===== src/rtl/unsorted_array_table_engine_core_defines.svh =====
// Assertion macros used by the table engine RTL.
`ifndef UNSORTED_ARRAY_TABLE_ENGINE_CORE_DEFINES_SVH
`define UNSORTED_ARRAY_TABLE_ENGINE_CORE_DEFINES_SVH

`ifndef SYNTHESIS

// Same-cycle implication
`define UATBL_ASSERT_IMP(label, clk, rst, ante, cons) \
   label: assert property (@(posedge clk) disable iff (rst) (ante) |-> (cons)) \
      else $error("table engine check failed");

// Next-cycle implication
`define UATBL_ASSERT_NXT(label, clk, rst, ante, cons) \
   label: assert property (@(posedge clk) disable iff (rst) (ante) |=> (cons)) \
      else $error("table engine check failed");

`else

`define UATBL_ASSERT_IMP(label, clk, rst, ante, cons)
`define UATBL_ASSERT_NXT(label, clk, rst, ante, cons)

`endif

`endif


===== src/rtl/uatbl_pkg.sv =====
package uatbl_pkg;

   // Default sizing
   localparam int CAPACITY_DEF    = 16;
   localparam int VALUE_WIDTH_DEF = 32;

   // Fixed port widths
   localparam int OPCODE_W   = 2;
   localparam int ITEM_W     = 32;
   localparam int POS_W      = 5;
   localparam int STATUS_W   = 2;
   localparam int MIDX_W     = 4;
   localparam int ECOUNT_W   = 5;
   localparam int CAP_W      = 5;
   localparam int CSR_ADDR_W = 3;
   localparam int CSR_DATA_W = 32;

   localparam logic [CAP_W-1:0] CAP_RESET = 5'd16;

   // Register map, indexed by word address
   typedef enum logic [0:0] {
      CSR_CAPACITY = 1'b0
   } csr_idx_type;

   typedef enum logic [OPCODE_W-1:0] {
      OP_FIND   = 2'd0,
      OP_INSERT = 2'd1,
      OP_DELETE = 2'd2
   } op_type;

   typedef enum logic [STATUS_W-1:0] {
      ST_OK        = 2'd0,
      ST_NOT_FOUND = 2'd1,
      ST_FULL      = 2'd2,
      ST_BAD_POS   = 2'd3
   } status_type;

   typedef enum logic [1:0] {
      S_IDLE,
      S_EXEC,
      S_SCAN,
      S_RESULT
   } state_type;

   // Broadcast control to every cell of the chain
   typedef struct packed {
      logic cmp;        // latch per-cell compare
      logic load_tok;   // place scan token in cell 0
      logic shift_tok;  // move scan token one cell up
      logic ins;        // open a gap at sel and write the value
      logic del;        // close the gap at sel
   } cell_ctl_type;

endpackage


===== src/rtl/uatbl_cell.sv =====
module uatbl_cell #(
   parameter int CAPACITY    = uatbl_pkg::CAPACITY_DEF,
   parameter int VALUE_WIDTH = uatbl_pkg::VALUE_WIDTH_DEF,
   parameter int INDEX       = 0
) (
   input  logic                             clock,
   input  logic                             reset,
   input  uatbl_pkg::cell_ctl_type          ctl,
   input  logic [$clog2(CAPACITY)-1:0]      sel_idx,
   input  logic [$clog2(CAPACITY+1)-1:0]    count,
   input  logic [VALUE_WIDTH-1:0]           value,
   input  logic [VALUE_WIDTH-1:0]           left_entry,
   input  logic [VALUE_WIDTH-1:0]           right_entry,
   input  logic                             left_tok,
   output logic [VALUE_WIDTH-1:0]           entry,
   output logic                             tok,
   output logic                             hit
);
   import uatbl_pkg::*;

   localparam int IDX_W = $clog2(CAPACITY);
   localparam int CNT_W = $clog2(CAPACITY + 1);
   localparam logic [IDX_W-1:0] MY_IDX = IDX_W'(INDEX);
   localparam logic [CNT_W-1:0] MY_CNT = CNT_W'(INDEX);

   logic [VALUE_WIDTH-1:0] entry_ff, entry_in;
   logic                   match_ff, match_in;
   logic                   tok_ff, tok_in;

   // Entry: hold, take a neighbour's entry, or load the new value
   always_comb begin
      entry_in = entry_ff;
      if (ctl.ins) begin
         if (MY_IDX == sel_idx) begin
            entry_in = value;
         end else if (MY_IDX > sel_idx) begin
            entry_in = left_entry;
         end
      end else if (ctl.del) begin
         if (MY_IDX >= sel_idx) begin
            entry_in = right_entry;
         end
      end
   end

   // Compare against the query, only for occupied slots
   assign match_in = ctl.cmp ? ((entry_ff == value) && (MY_CNT < count)) : match_ff;

   // Scan token walks up the chain one cell a cycle
   always_comb begin
      tok_in = tok_ff;
      if (ctl.load_tok) begin
         tok_in = (INDEX == 0);
      end else if (ctl.shift_tok) begin
         tok_in = left_tok;
      end
   end

   always_ff @(posedge clock) begin
      entry_ff <= entry_in;
   end

   always_ff @(posedge clock) begin
      if (reset) begin
         match_ff <= 1'b0;
         tok_ff   <= 1'b0;
      end else begin
         match_ff <= match_in;
         tok_ff   <= tok_in;
      end
   end

   assign entry = entry_ff;
   assign tok   = tok_ff;
   assign hit   = tok_ff & match_ff;

endmodule


===== src/rtl/uatbl_ctrl.sv =====
module uatbl_ctrl #(
   parameter int CAPACITY    = uatbl_pkg::CAPACITY_DEF,
   parameter int VALUE_WIDTH = uatbl_pkg::VALUE_WIDTH_DEF
) (
   input  logic                                   clock,
   input  logic                                   reset,
   input  logic                                   req_valid,
   output logic                                   req_ready,
   input  logic [uatbl_pkg::OPCODE_W-1:0]         req_opcode,
   input  logic signed [uatbl_pkg::ITEM_W-1:0]    req_item_value,
   input  logic [uatbl_pkg::POS_W-1:0]            req_position,
   output logic                                   rsp_valid,
   input  logic                                   rsp_ready,
   output logic [uatbl_pkg::STATUS_W-1:0]         rsp_status,
   output logic [uatbl_pkg::MIDX_W-1:0]           rsp_match_index,
   output logic [uatbl_pkg::ECOUNT_W-1:0]         rsp_entry_count,
   input  logic [uatbl_pkg::CAP_W-1:0]            cap,
   input  logic                                   hit_any,
   output uatbl_pkg::cell_ctl_type                ctl,
   output logic [$clog2(CAPACITY)-1:0]            sel_idx,
   output logic [$clog2(CAPACITY+1)-1:0]          count,
   output logic [VALUE_WIDTH-1:0]                 value
);
   import uatbl_pkg::*;

   localparam int IDX_W = $clog2(CAPACITY);
   localparam int CNT_W = $clog2(CAPACITY + 1);
   localparam int CMP_W = ((CNT_W > POS_W) ? CNT_W : POS_W) + 1;
   localparam logic [CNT_W-1:0] CNT_FULL = CNT_W'(CAPACITY);

   state_type               state_ff, state_in;
   logic [OPCODE_W-1:0]     op_ff, op_in;
   logic [VALUE_WIDTH-1:0]  val_ff, val_in;
   logic [POS_W-1:0]        pos_ff, pos_in;
   logic [CNT_W-1:0]        count_ff, count_in;
   logic [IDX_W-1:0]        cursor_ff, cursor_in;
   status_type              status_ff, status_in;
   logic [IDX_W-1:0]        idx_ff, idx_in;
   logic                    rsp_valid_ff, rsp_valid_in;
   logic [STATUS_W-1:0]     rsp_status_ff, rsp_status_in;
   logic [MIDX_W-1:0]       rsp_midx_ff, rsp_midx_in;
   logic [ECOUNT_W-1:0]     rsp_count_ff, rsp_count_in;

   logic [CMP_W-1:0]        pos_w, count_w;
   logic                    is_full, bad_pos, last_slot, rsp_load;

   assign pos_w     = CMP_W'(pos_ff);
   assign count_w   = CMP_W'(count_ff);
   assign is_full   = (count_w >= CMP_W'(cap)) || (count_ff == CNT_FULL);
   assign bad_pos   = (pos_w == '0) || (pos_w > (count_w + 1'b1));
   assign last_slot = ((CNT_W'(cursor_ff) + 1'b1) == count_ff);
   assign rsp_load  = (state_ff == S_RESULT) && (!rsp_valid_ff || rsp_ready);

   // Sequencer: capture, execute, token scan, hand result to output register
   always_comb begin
      state_in  = state_ff;
      op_in     = op_ff;
      val_in    = val_ff;
      pos_in    = pos_ff;
      count_in  = count_ff;
      cursor_in = cursor_ff;
      status_in = status_ff;
      idx_in    = idx_ff;
      ctl       = '0;
      sel_idx   = cursor_ff;
      req_ready = 1'b0;
      unique case (state_ff)
         S_IDLE: begin
            req_ready = 1'b1;
            if (req_valid) begin
               op_in    = req_opcode;
               val_in   = VALUE_WIDTH'(req_item_value);
               pos_in   = req_position;
               state_in = S_EXEC;
            end
         end
         S_EXEC: begin
            status_in = ST_OK;
            idx_in    = '0;
            unique case (op_ff)
               OP_INSERT: begin
                  state_in = S_RESULT;
                  sel_idx  = IDX_W'(pos_w - 1'b1);
                  if (is_full) begin
                     status_in = ST_FULL;
                  end else if (bad_pos) begin
                     status_in = ST_BAD_POS;
                  end else begin
                     ctl.ins  = 1'b1;
                     count_in = count_ff + 1'b1;
                  end
               end
               OP_FIND, OP_DELETE: begin
                  ctl.cmp      = 1'b1;
                  ctl.load_tok = 1'b1;
                  cursor_in    = '0;
                  if (count_ff == '0) begin
                     status_in = ST_NOT_FOUND;
                     state_in  = S_RESULT;
                  end else begin
                     state_in = S_SCAN;
                  end
               end
               default: begin
                  state_in = S_RESULT;
               end
            endcase
         end
         S_SCAN: begin
            if (hit_any) begin
               idx_in   = cursor_ff;
               state_in = S_RESULT;
               if (op_ff == OP_DELETE) begin
                  ctl.del  = 1'b1;
                  count_in = count_ff - 1'b1;
               end
            end else if (last_slot) begin
               status_in = ST_NOT_FOUND;
               state_in  = S_RESULT;
            end else begin
               ctl.shift_tok = 1'b1;
               cursor_in     = cursor_ff + 1'b1;
            end
         end
         S_RESULT: begin
            if (rsp_load) begin
               state_in = S_IDLE;
            end
         end
         default: begin
            state_in = S_IDLE;
         end
      endcase
   end

   // Output register
   always_comb begin
      rsp_valid_in  = rsp_valid_ff;
      rsp_status_in = rsp_status_ff;
      rsp_midx_in   = rsp_midx_ff;
      rsp_count_in  = rsp_count_ff;
      if (rsp_load) begin
         rsp_valid_in  = 1'b1;
         rsp_status_in = status_ff;
         rsp_midx_in   = MIDX_W'(idx_ff);
         rsp_count_in  = ECOUNT_W'(count_ff);
      end else if (rsp_ready) begin
         rsp_valid_in = 1'b0;
      end
   end

   always_ff @(posedge clock) begin
      if (reset) begin
         state_ff     <= S_IDLE;
         count_ff     <= '0;
         rsp_valid_ff <= 1'b0;
      end else begin
         state_ff     <= state_in;
         count_ff     <= count_in;
         rsp_valid_ff <= rsp_valid_in;
      end
   end

   always_ff @(posedge clock) begin
      op_ff         <= op_in;
      val_ff        <= val_in;
      pos_ff        <= pos_in;
      cursor_ff     <= cursor_in;
      status_ff     <= status_in;
      idx_ff        <= idx_in;
      rsp_status_ff <= rsp_status_in;
      rsp_midx_ff   <= rsp_midx_in;
      rsp_count_ff  <= rsp_count_in;
   end

   assign rsp_valid       = rsp_valid_ff;
   assign rsp_status      = rsp_status_ff;
   assign rsp_match_index = rsp_midx_ff;
   assign rsp_entry_count = rsp_count_ff;
   assign count           = count_ff;
   assign value           = val_ff;

endmodule


===== src/rtl/unsorted_array_table_engine_core.sv =====
// Channel   Direction  Beat carries
// req       in         opcode, item_value, position
// rsp       out        status, match_index, entry_count
// csr       in/out     APB write/read of capacity_in_use (byte address 0)
//
// Insert and no-op: S_EXEC passes to S_RESULT, which loads the result register.
// Find and delete: S_EXEC, then S_SCAN over the slots scanned (1 to count, none when
//   empty), then S_RESULT; the scan token moves one cell of the chain per cycle.
// One item at a time; req_ready is high only while the sequencer is idle.
// A pending result stalls the sequencer until rsp_ready takes it.
// Synchronous reset empties the table and sets capacity_in_use to 16.
module unsorted_array_table_engine_core #(
   parameter int CAPACITY    = uatbl_pkg::CAPACITY_DEF,
   parameter int VALUE_WIDTH = uatbl_pkg::VALUE_WIDTH_DEF
) (
   input  logic                                   clock,
   input  logic                                   reset,
   input  logic                                   req_valid,
   output logic                                   req_ready,
   input  logic [uatbl_pkg::OPCODE_W-1:0]         req_opcode,
   input  logic signed [uatbl_pkg::ITEM_W-1:0]    req_item_value,
   input  logic [uatbl_pkg::POS_W-1:0]            req_position,
   output logic                                   rsp_valid,
   input  logic                                   rsp_ready,
   output logic [uatbl_pkg::STATUS_W-1:0]         rsp_status,
   output logic [uatbl_pkg::MIDX_W-1:0]           rsp_match_index,
   output logic [uatbl_pkg::ECOUNT_W-1:0]         rsp_entry_count,
   input  logic                                   csr_psel,
   input  logic                                   csr_penable,
   input  logic                                   csr_pwrite,
   input  logic [uatbl_pkg::CSR_ADDR_W-1:0]       csr_paddr,
   input  logic [uatbl_pkg::CSR_DATA_W-1:0]       csr_pwdata,
   output logic [uatbl_pkg::CSR_DATA_W-1:0]       csr_prdata,
   output logic                                   csr_pready
);
   import uatbl_pkg::*;

`include "unsorted_array_table_engine_core_defines.svh"

   localparam int IDX_W = $clog2(CAPACITY);
   localparam int CNT_W = $clog2(CAPACITY + 1);

   logic [CAP_W-1:0]        cap_ff, cap_in;
   logic                    csr_wr, csr_hit;
   cell_ctl_type            ctl;
   logic [IDX_W-1:0]        sel_idx;
   logic [CNT_W-1:0]        count;
   logic [VALUE_WIDTH-1:0]  value;
   logic [VALUE_WIDTH-1:0]  entry_q [CAPACITY];
   logic [CAPACITY-1:0]     tok_q;
   logic [CAPACITY-1:0]     hit_vec;
   logic                    hit_any;

   // Configuration register
   assign csr_pready = 1'b1;
   assign csr_hit    = (csr_paddr[CSR_ADDR_W-1:2] == CSR_CAPACITY);
   assign csr_wr     = csr_psel && csr_penable && csr_pwrite && csr_pready;
   assign cap_in     = (csr_wr && csr_hit) ? csr_pwdata[CAP_W-1:0] : cap_ff;
   assign csr_prdata = csr_hit ? CSR_DATA_W'(cap_ff) : '0;

   always_ff @(posedge clock) begin
      if (reset) begin
         cap_ff <= CAP_RESET;
      end else begin
         cap_ff <= cap_in;
      end
   end

   // Sequencer
   uatbl_ctrl #(
      .CAPACITY    (CAPACITY),
      .VALUE_WIDTH (VALUE_WIDTH)
   ) u_ctrl (
      .clock           (clock),
      .reset           (reset),
      .req_valid       (req_valid),
      .req_ready       (req_ready),
      .req_opcode      (req_opcode),
      .req_item_value  (req_item_value),
      .req_position    (req_position),
      .rsp_valid       (rsp_valid),
      .rsp_ready       (rsp_ready),
      .rsp_status      (rsp_status),
      .rsp_match_index (rsp_match_index),
      .rsp_entry_count (rsp_entry_count),
      .cap             (cap_ff),
      .hit_any         (hit_any),
      .ctl             (ctl),
      .sel_idx         (sel_idx),
      .count           (count),
      .value           (value)
   );

   // Chain of entry cells
   for (genvar gi = 0; gi < CAPACITY; gi++) begin : g_cell
      logic [VALUE_WIDTH-1:0] left_e, right_e;
      logic                   left_t;

      if (gi == 0) begin : g_first
         assign left_e = value;
         assign left_t = 1'b0;
      end else begin : g_mid
         assign left_e = entry_q[gi-1];
         assign left_t = tok_q[gi-1];
      end

      if (gi == CAPACITY - 1) begin : g_last
         assign right_e = entry_q[gi];
      end else begin : g_inner
         assign right_e = entry_q[gi+1];
      end

      uatbl_cell #(
         .CAPACITY    (CAPACITY),
         .VALUE_WIDTH (VALUE_WIDTH),
         .INDEX       (gi)
      ) u_cell (
         .clock       (clock),
         .reset       (reset),
         .ctl         (ctl),
         .sel_idx     (sel_idx),
         .count       (count),
         .value       (value),
         .left_entry  (left_e),
         .right_entry (right_e),
         .left_tok    (left_t),
         .entry       (entry_q[gi]),
         .tok         (tok_q[gi]),
         .hit         (hit_vec[gi])
      );
   end

   assign hit_any = |hit_vec;

   // Checks
   `UATBL_ASSERT_IMP(a_single_hit, clock, reset, 1'b1, $onehot0(hit_vec))
   `UATBL_ASSERT_IMP(a_count_bound, clock, reset, 1'b1, count <= CNT_W'(CAPACITY))
   `UATBL_ASSERT_IMP(a_del_on_hit, clock, reset, ctl.del, hit_any)
   `UATBL_ASSERT_NXT(a_ins_grows, clock, reset, ctl.ins, count == $past(count) + 1'b1)

endmodule


===== config.mk =====
export PLATFORM = sky130hd
export DESIGN_NAME = unsorted_array_table_engine_core
export DESIGN_NICKNAME = d
export VERILOG_FILES = /design/src/rtl/uatbl_pkg.sv /design/src/rtl/uatbl_cell.sv /design/src/rtl/uatbl_ctrl.sv /design/src/rtl/unsorted_array_table_engine_core.sv
export VERILOG_INCLUDE_DIRS = /design/src /design/src/rtl
export SDC_FILE = /design/constraint.sdc
export NUM_CORES = 2
export LEC_CHECK = 0
export ABC_AREA = 0
export BUFFER_PORTS_ARGS = -buffer_cell sky130_fd_sc_hd__buf_2
export CAP_MARGIN = 25
export CORE_ASPECT_RATIO = 1.5
export CORE_MARGIN = 2
export CORE_UTILIZATION = 55
export CTS_CLUSTER_DIAMETER = 40
export DETAILED_ROUTE_END_ITERATION = 16
export PLACE_DENSITY = 0.72
export SYNTH_ARGS = -nofsm -noshare
export SYNTH_HDL_FRONTEND = slang
export SYNTH_SLANG_ARGS = --single-unit

===== constraint.sdc =====
create_clock -name clock -period 12.14 [get_ports clock]
set_clock_uncertainty 0.1 [all_clocks]
set_input_delay 1.214 -clock clock [delete_from_list [all_inputs] [get_ports clock]]
set_output_delay 1.214 -clock clock [all_outputs]
set_load 0.1 [all_outputs]

### Yosys cells after proc, flatten, opt, wreduce, memory -nomap -nowiden

Index checks and enable logic that the tools add are counted.

| word-level totals | value |
|---|---|
| logic and storage cells | 395 |
| bits in latches | 0 |
| memory bits (read-only) | 0 |
| input port bits | 81 |
| memory bits (writable) | 0 |
| memories kept | 0 |
| register bits | 617 |
| output and inout bits | 46 |

| operators by class | value |
|---|---|
| multiply operators | 0 |
| bitwise logic cells | 17 |
| multiplexer cells | 123 |
| reduce and logical (&&, ||, !) cells | 74 |
| $lt $le $gt $ge | 49 |
| shifts and indexed selects | 0 |
| add/sub/neg operators | 6 |
| divide/modulo/power cells | 0 |
| eq/ne operators | 65 |

Operators by type and width:

| operator | count |
|---|---|
| two-way mux 32 bit | 77 |
| == test 32 bit | 16 |
| AND reduction 3 bit | 17 |
| inequality test 3 x 1 -> 1 bit (second input constant) | 15 |
| < comparator 4 x 5 -> 1 bit (first input constant) | 8 |
| nonzero test 2 bit | 20 |
| == test 4 bit (first input constant) | 8 |
| > comparator 4 bit (first input constant) | 8 |
| two-way mux 5 bit | 6 |
| greater-or-equal comparator 4 bit (first input constant) | 7 |
| two-way mux 4 bit | 6 |
| logical AND 1 bit | 20 |
| < comparator 3 x 5 -> 1 bit (first input constant) | 4 |
| two-way mux 2 bit | 10 |
| two-way mux 1 bit | 18 |
| AND 1 bit | 16 |
| == test 3 x 4 -> 1 bit (first input constant) | 4 |
| greater-or-equal comparator 3 x 4 -> 1 bit (first input constant) | 4 |
| > comparator 3 x 4 -> 1 bit (first input constant) | 4 |
| inequality test 2 bit (second input constant) | 8 |
| case mux 4 bit (2 select lines) | 2 |
| OR reduction 16 bit | 1 |
| < comparator 1 x 5 -> 1 bit (first input constant) | 2 |
| < comparator 2 x 5 -> 1 bit (first input constant) | 2 |
| 34 further kinds | 51 |

### Depth between registers and ports, before layout

| logic depth | value |
|---|---|
| depth after elaboration | 9 |
| mapped depth | 14 |
| gate-level depth less buffers | 10 |

### By module

A second synthesis with hierarchy kept.

| unflattened totals | value |
|---|---|
| cell total of the unflattened synthesis | 3418 |
| area, all modules | 37334.6 um^2 |

By module, submodules not included:

| module | instances | cells each | seq. area each (um^2) | area an instance (um^2) |
|---|---|---|---|---|
| uatbl_ctrl | 1 | 233 | 1961.9 | 3141.8 |
| uatbl_cell (g_cell[4].u_cell) | 1 | 196 | 1001.0 | 2135.8 |
| uatbl_cell (g_cell[8].u_cell) | 1 | 196 | 1001.0 | 2134.5 |
| uatbl_cell (g_cell[1].u_cell) | 1 | 196 | 1001.0 | 2132.0 |
| uatbl_cell (g_cell[10].u_cell) | 1 | 197 | 1001.0 | 2129.5 |
| uatbl_cell (g_cell[5].u_cell) | 1 | 195 | 1001.0 | 2118.3 |
| uatbl_cell (g_cell[12].u_cell) | 1 | 196 | 1001.0 | 2105.8 |
| uatbl_cell (g_cell[9].u_cell) | 1 | 195 | 1001.0 | 2105.8 |
| uatbl_cell (g_cell[6].u_cell) | 1 | 195 | 1001.0 | 2102.0 |
| uatbl_cell (g_cell[7].u_cell) | 1 | 194 | 1001.0 | 2097.0 |
| uatbl_cell (g_cell[13].u_cell) | 1 | 194 | 1001.0 | 2095.8 |
| uatbl_cell (g_cell[2].u_cell) | 1 | 194 | 1001.0 | 2094.5 |
| uatbl_cell (g_cell[3].u_cell) | 1 | 194 | 1001.0 | 2093.3 |
| uatbl_cell (g_cell[14].u_cell) | 1 | 200 | 1001.0 | 2092.0 |
| +4 rows | n/a | n/a | n/a | n/a |

### Least setup slack after synthesis

Ideal clock, no wire load.

| timing path | value |
|---|---|
| kind | register to register |
| from | register u_ctrl.count_ff[2] (netlist: u_ctrl.count[2]) |
| to | register g_cell[9].u_cell.entry_ff[0] (enable) |
| library setup time | 432 ps |
| data required time | 11608 ps |
| clock period less this slack | 4790 ps |
| arrival time | 4258 ps |
| buffers on the path | 3 |
| setup slack | 7350 ps |
| cell stages (with the launch flop) | 14 |
| cells stage by stage | dfxtp_1 -> clkbuf_1 -> and2_1 -> nand2_1 -> xor2_1 -> ha_1 -> nand3_1 -> o21bai_1 -> a31oi_1 -> nor4_2 -> buf_2 -> buf_2 -> nor2_1 -> a21oi_1 |

| between the ends | value |
|---|---|
| longest elaborated chain between the ends | 9 |
| elaborated cells between the ends (all ways) | 14 |
| classes of those cells | add/sub: 1; order compare: 2; eq/ne: 2; mux: 4; reduce/logical: 5 |

Ends and longest elaborated chain:

| item | line | text |
|---|---|---|
| start, declared | uatbl_ctrl.sv:35 | `logic [CNT_W-1:0] count_ff, count_in;` |
| start signal, assigned | uatbl_ctrl.sv:159 | `count_ff <= count_in;` |
| adder 5 x 1 -> 6 bit | uatbl_ctrl.sv:50 | `assign bad_pos = (pos_w == '0) \|\| (pos_w > (count_w + 1'b1));` |
| > comparator 5 x 6 -> 1 bit | uatbl_ctrl.sv:50 |  |
| logical OR 1 bit | uatbl_ctrl.sv:50 |  |
| two-way mux 1 bit | uatbl_ctrl.sv:86 | `end else if (bad_pos) begin` |
| two-way mux 1 bit * | uatbl_ctrl.sv:84 | `if (is_full) begin` |
| two-way mux 1 bit * | uatbl_ctrl.sv:80 | `unique case (op_ff)` |
| two-way mux 1 bit * | uatbl_ctrl.sv:67 | `unique case (state_ff)` |
| inequality test 3 x 1 -> 1 bit (no line) / nonzero test 2 bit (equally long branches) | n/a |  |
| AND reduction 3 bit (no line) * | n/a |  |
| end signal, assigned | uatbl_cell.sv:60 | `entry_ff <= entry_in;` |
| end, declared | uatbl_cell.sv:26 | `logic [VALUE_WIDTH-1:0] entry_ff, entry_in;` |

Every way passes the cells marked *; elsewhere a longest branch is shown, timed or not.
A chain may end at the register's enable or synchronous reset.

### Worst setup path in the final report

| timing path | value |
|---|---|
| from | register u_ctrl.count_ff[3] (netlist: u_ctrl.count[3]) |
| to | register g_cell[4].u_cell.entry_ff[28], data pin |

| between the ends | value |
|---|---|
| longest elaborated chain between the ends | 8 |
| elaborated cells between the ends (all ways) | 11 |
| classes of those cells | add/sub: 1; order compare: 2; eq/ne: 1; mux: 5; reduce/logical: 2 |

Ends and longest elaborated chain:

| item | line | text |
|---|---|---|
| adder 5 x 1 -> 6 bit | uatbl_ctrl.sv:50 |  |
| > comparator 5 x 6 -> 1 bit | uatbl_ctrl.sv:50 |  |
| logical OR 1 bit | uatbl_ctrl.sv:50 |  |
| two-way mux 1 bit | uatbl_ctrl.sv:86 |  |
| two-way mux 1 bit * | uatbl_ctrl.sv:84 |  |
| two-way mux 1 bit * | uatbl_ctrl.sv:80 |  |
| two-way mux 1 bit * | uatbl_ctrl.sv:67 |  |
| two-way mux 32 bit * | uatbl_cell.sv:33 | `if (ctl.ins) begin` |
| net g_cell[4].u_cell.entry_in[28] | uatbl_cell.sv:26 |  |
| end signal, assigned | uatbl_cell.sv:60 |  |
| end, declared | uatbl_cell.sv:26 |  |

Mark *: on every way through the listed nets, which the timed path passes. The rest lies on a longest branch.

==> impl_metrics.ini <==
[run_status]
status = complete, no violations

[grt]
overflow = 0
grt_pass1_vias = 26892
grt_max_degree = 275
grt_pass1_wl_microns = 177500
grt_util_all_layers = 0.3630
antenna_found_initial = 3

[placed_design]
place_congestion = 0.9636
hpwl_microns = 81860
placed_cells = 4270
placed_cell_area_sq_mm = 0.03697
portBuffers = 69

[final_layout]
fin_area_sq_mm = 0.03995
fillers = 5420
fin_nets = 3581
layout-drive-gt1-share = 0.1037
layoutNonFillerInstCount = 4431
areaGrowthSynthToFinish_pct = 10.28

[worst_setup_path]
critPathKind = reg -> reg
r2r-start = u_ctrl.count[3]$_SDFFE_PP0P_
end_kind = flop
ff2ff_path_depth = 12
cp_data_arrival_time_ps = 5980
crit_path_max_fanout = 274
r2r_end = g_cell[4].u_cell.entry[28]$_DFFE_PP_
crit_required_ps = 12540
rrSetupSlack_ps = 6570
start_kind = flop

[sta]
slew_headroom = 0.2164
setup_viol = 0
worstMarginPinSlew_ps = 1175
rsz0062_at_grt = false
fin_crit_sh = 0.4590
tns_ps = 0
slew_violations = 0
min_period_ps = 5572
finalHoldViolations = 0
max_freq_mhz = 179.5

[clock_tree]
htree_num_levels = 3
cts.sinks = 617
clk_pin_slew_ps = 60
cts_hold_buf = 0
cts_tree = done
cts_buffer_depth = 3
cts_buffers = 82
cts_resized = 0
cts_setup_buffers = 0
clock_latency_ps = 670
root_buffer = clkbuf_16

[drt]
first_pass_iters = 8
via_per_inst = 6.407
num_vias = 28389
drt_iter0_drc = 3699
drt.antenna.violating_nets = 0
wl_per_cell_microns = 28.08
drcViolationCount = 0
wl_microns = 124400

[floorplanning]
ioPinCount = 127
row_count = 115
start_util = 0.5546
core-area_sq_mm = 0.06533
die_area_sq_mm = 0.06798
fp.dieW_microns = 213.6
die_h_microns = 318.3

[power]
peakVddDrop_mv = 0.2422
total_power_mw = 7.622
power.density_mw_per_mm2 = 190.8
power_leakage_nw = 14.26

[synth]
syn-mean-instance-area_sq_um = 10.16
synth_top_area_frac = 0.4741
synth_warnings = 0
synth_xor_area_frac = 0.1266
synth_compound_area_frac = 0.08659
ys_ff_latch = 617
synth.most_common_cell = edfxtp_1
muxShareOfSynthArea = 0.09802
synthAdderAreaFrac = 0.006562
synth_ff_type = edfxtp_1
synth-edff-count = 572
synthTopCellsByCount = 572 x edfxtp_1, 499 x nor2_1, 414 x nand2_1
synth_area_leaders = edfxtp_1 47%, mux2i_1 7.6%, xnor2_1 6.9%
async_flop_share = 0
synthesis.area_sq_mm = 0.03623
synth_top_family_by_area = simple AND/OR/NAND/NOR gates
synth_area_leader_cell = edfxtp_1
synthCells = 3567
ys_types = 66
synth-simple-area-share = 0.1363
ys_seq_area_frac = 0.4990

[hold_path]
hold_end = u_ctrl.rsp_match_index[2]$_DFFE_PP_
hp-class = reg -> reg
hold_path.startpoint = u_ctrl.idx_ff[2]$_SDFFCE_PN0P_
whs_path_depth = 0

[run]
cap_viol_max_count = 0
sequential cells by signal (all words and copies together), names as in the netlist:
name                    cells
g_cell.u_cell.entry       512
u_ctrl.value               32
g_cell.u_cell.match_ff     16
g_cell.u_cell.tok          16
cap_ff                      5
u_ctrl.count                5
u_ctrl.pos_ff               5
u_ctrl.rsp_entry_count      5
u_ctrl.cursor_ff            4
u_ctrl.idx_ff               4
u_ctrl.rsp_match_index      4
u_ctrl.op_ff                2
u_ctrl.rsp_status           2
u_ctrl.state_ff             2
u_ctrl.status_ff            2
u_ctrl.rsp_valid            1
power breakdown:
part,switching (mW),leakage [nW],internal [mW]
Sequential,0.151,5.54,2.52
Combinational,1.62,7.32,0.739
Clock,1.02,1.41,1.57
per-layer routing:
metal,vias to the layer above,part of all wire,track usage
li1,12397,-,-
met4,4,0.11,0.3363
met1,13372,0.33,0.4021
met5,-,0.00022,0
met2,1987,0.46,0.5719
met3,629,0.097,0.08442
through the flow:
| step | hold WS [ps] | utilization | setup WS [ps] |
|---|---|---|---|
| after floorplan | 300.3 | - | 7350 |
| after global placement | 303.5 | 0.5644 | 6786 |
| after detailed placement | 307.9 | 0.5659 | 6722 |
| after CTS | 321.4 | 0.6100 | 6717 |
| after global routing | 325.0 | 0.6114 | 6438 |
| final | 319.0 | 0.6116 | 6568 |
placed cells by master, fill, tap and decap left out, types with 13 or more instances in the layout:
cell type and instances:
nor4_1 68, nand2_1 412, xor2_1 235, dfxtp_1 45
inv_1 16, buf_4 70, nor3_1 15, nand4_1 83
xnor2_1 286, clkbuf_16 83, inv_6 14, buf_2 69
ha_1 19, nor2_1 488, a21oi_1 271, conb_1 28
o21ai_0 18, bufinv_16 13, a31oi_1 195, edfxtp_1 572
nand3_1 20, mux2_2 38, mux2i_1 276, mux2_1 28
how the worst max path moves through the flow:
stage / from / end / cells past startpoint
CTS: u_ctrl.count[3]$_SDFFE_PP0P_ / g_cell[0].u_cell.entry[23]$_DFFE_PP_ / 11
detailed placement: u_ctrl.count[3]$_SDFFE_PP0P_ / g_cell[0].u_cell.entry[23]$_DFFE_PP_ / 11
finish: u_ctrl.count[3]$_SDFFE_PP0P_ / g_cell[4].u_cell.entry[28]$_DFFE_PP_ / 12
global placement: u_ctrl.count[3]$_SDFFE_PP0P_ / g_cell[0].u_cell.entry[22]$_DFFE_PP_ / 11
floorplan: u_ctrl.count[2]$_SDFFE_PP0P_ / g_cell[9].u_cell.entry[0]$_DFFE_PP_ / 13
global route: u_ctrl.count[2]$_SDFFE_PP0P_ / g_cell[4].u_cell.entry[28]$_DFFE_PP_ / 12
cell type report:
type,count,area [sq um],share of cell area
Clock buffer,95,2142,0.05362
Inverter,17,63.81,0.001597
Timing Repair Buffer,150,1109,0.02775
Antenna cell,4,10.01,0.0002506
Sequential cell,617,18080,0.4525
Tap cell,877,1097,0.02747
Clock inverter,58,742.0,0.01857
Multi-Input combinational cell,2613,16710,0.4182
cells by family (layout without fill, tap and decap cells):
logic type	after synthesis	count (layout)
adder cells (fa/ha/maj)	19	19
AO/OA/AOI/OAI	546	546
AND/OR/NAND/NOR	1154	1154
buffers and inverters	363	320
XOR/XNOR	522	522
flip-flops	617	617
other	2	32
multiplexers	344	344
critical path, stage by stage, from the launching register on:
cell and delay, ps:
dfxtp_1 860, and2_1 440, nand2_1 110, xor2_1 150, ha_1 310, nand3_1 110
o21bai_1 120, a31oi_1 250, nor4_4 700, buf_12 680, buf_12 720, nor2_1 370
a31oi_1 250
(Power assumes the default switching activity.)
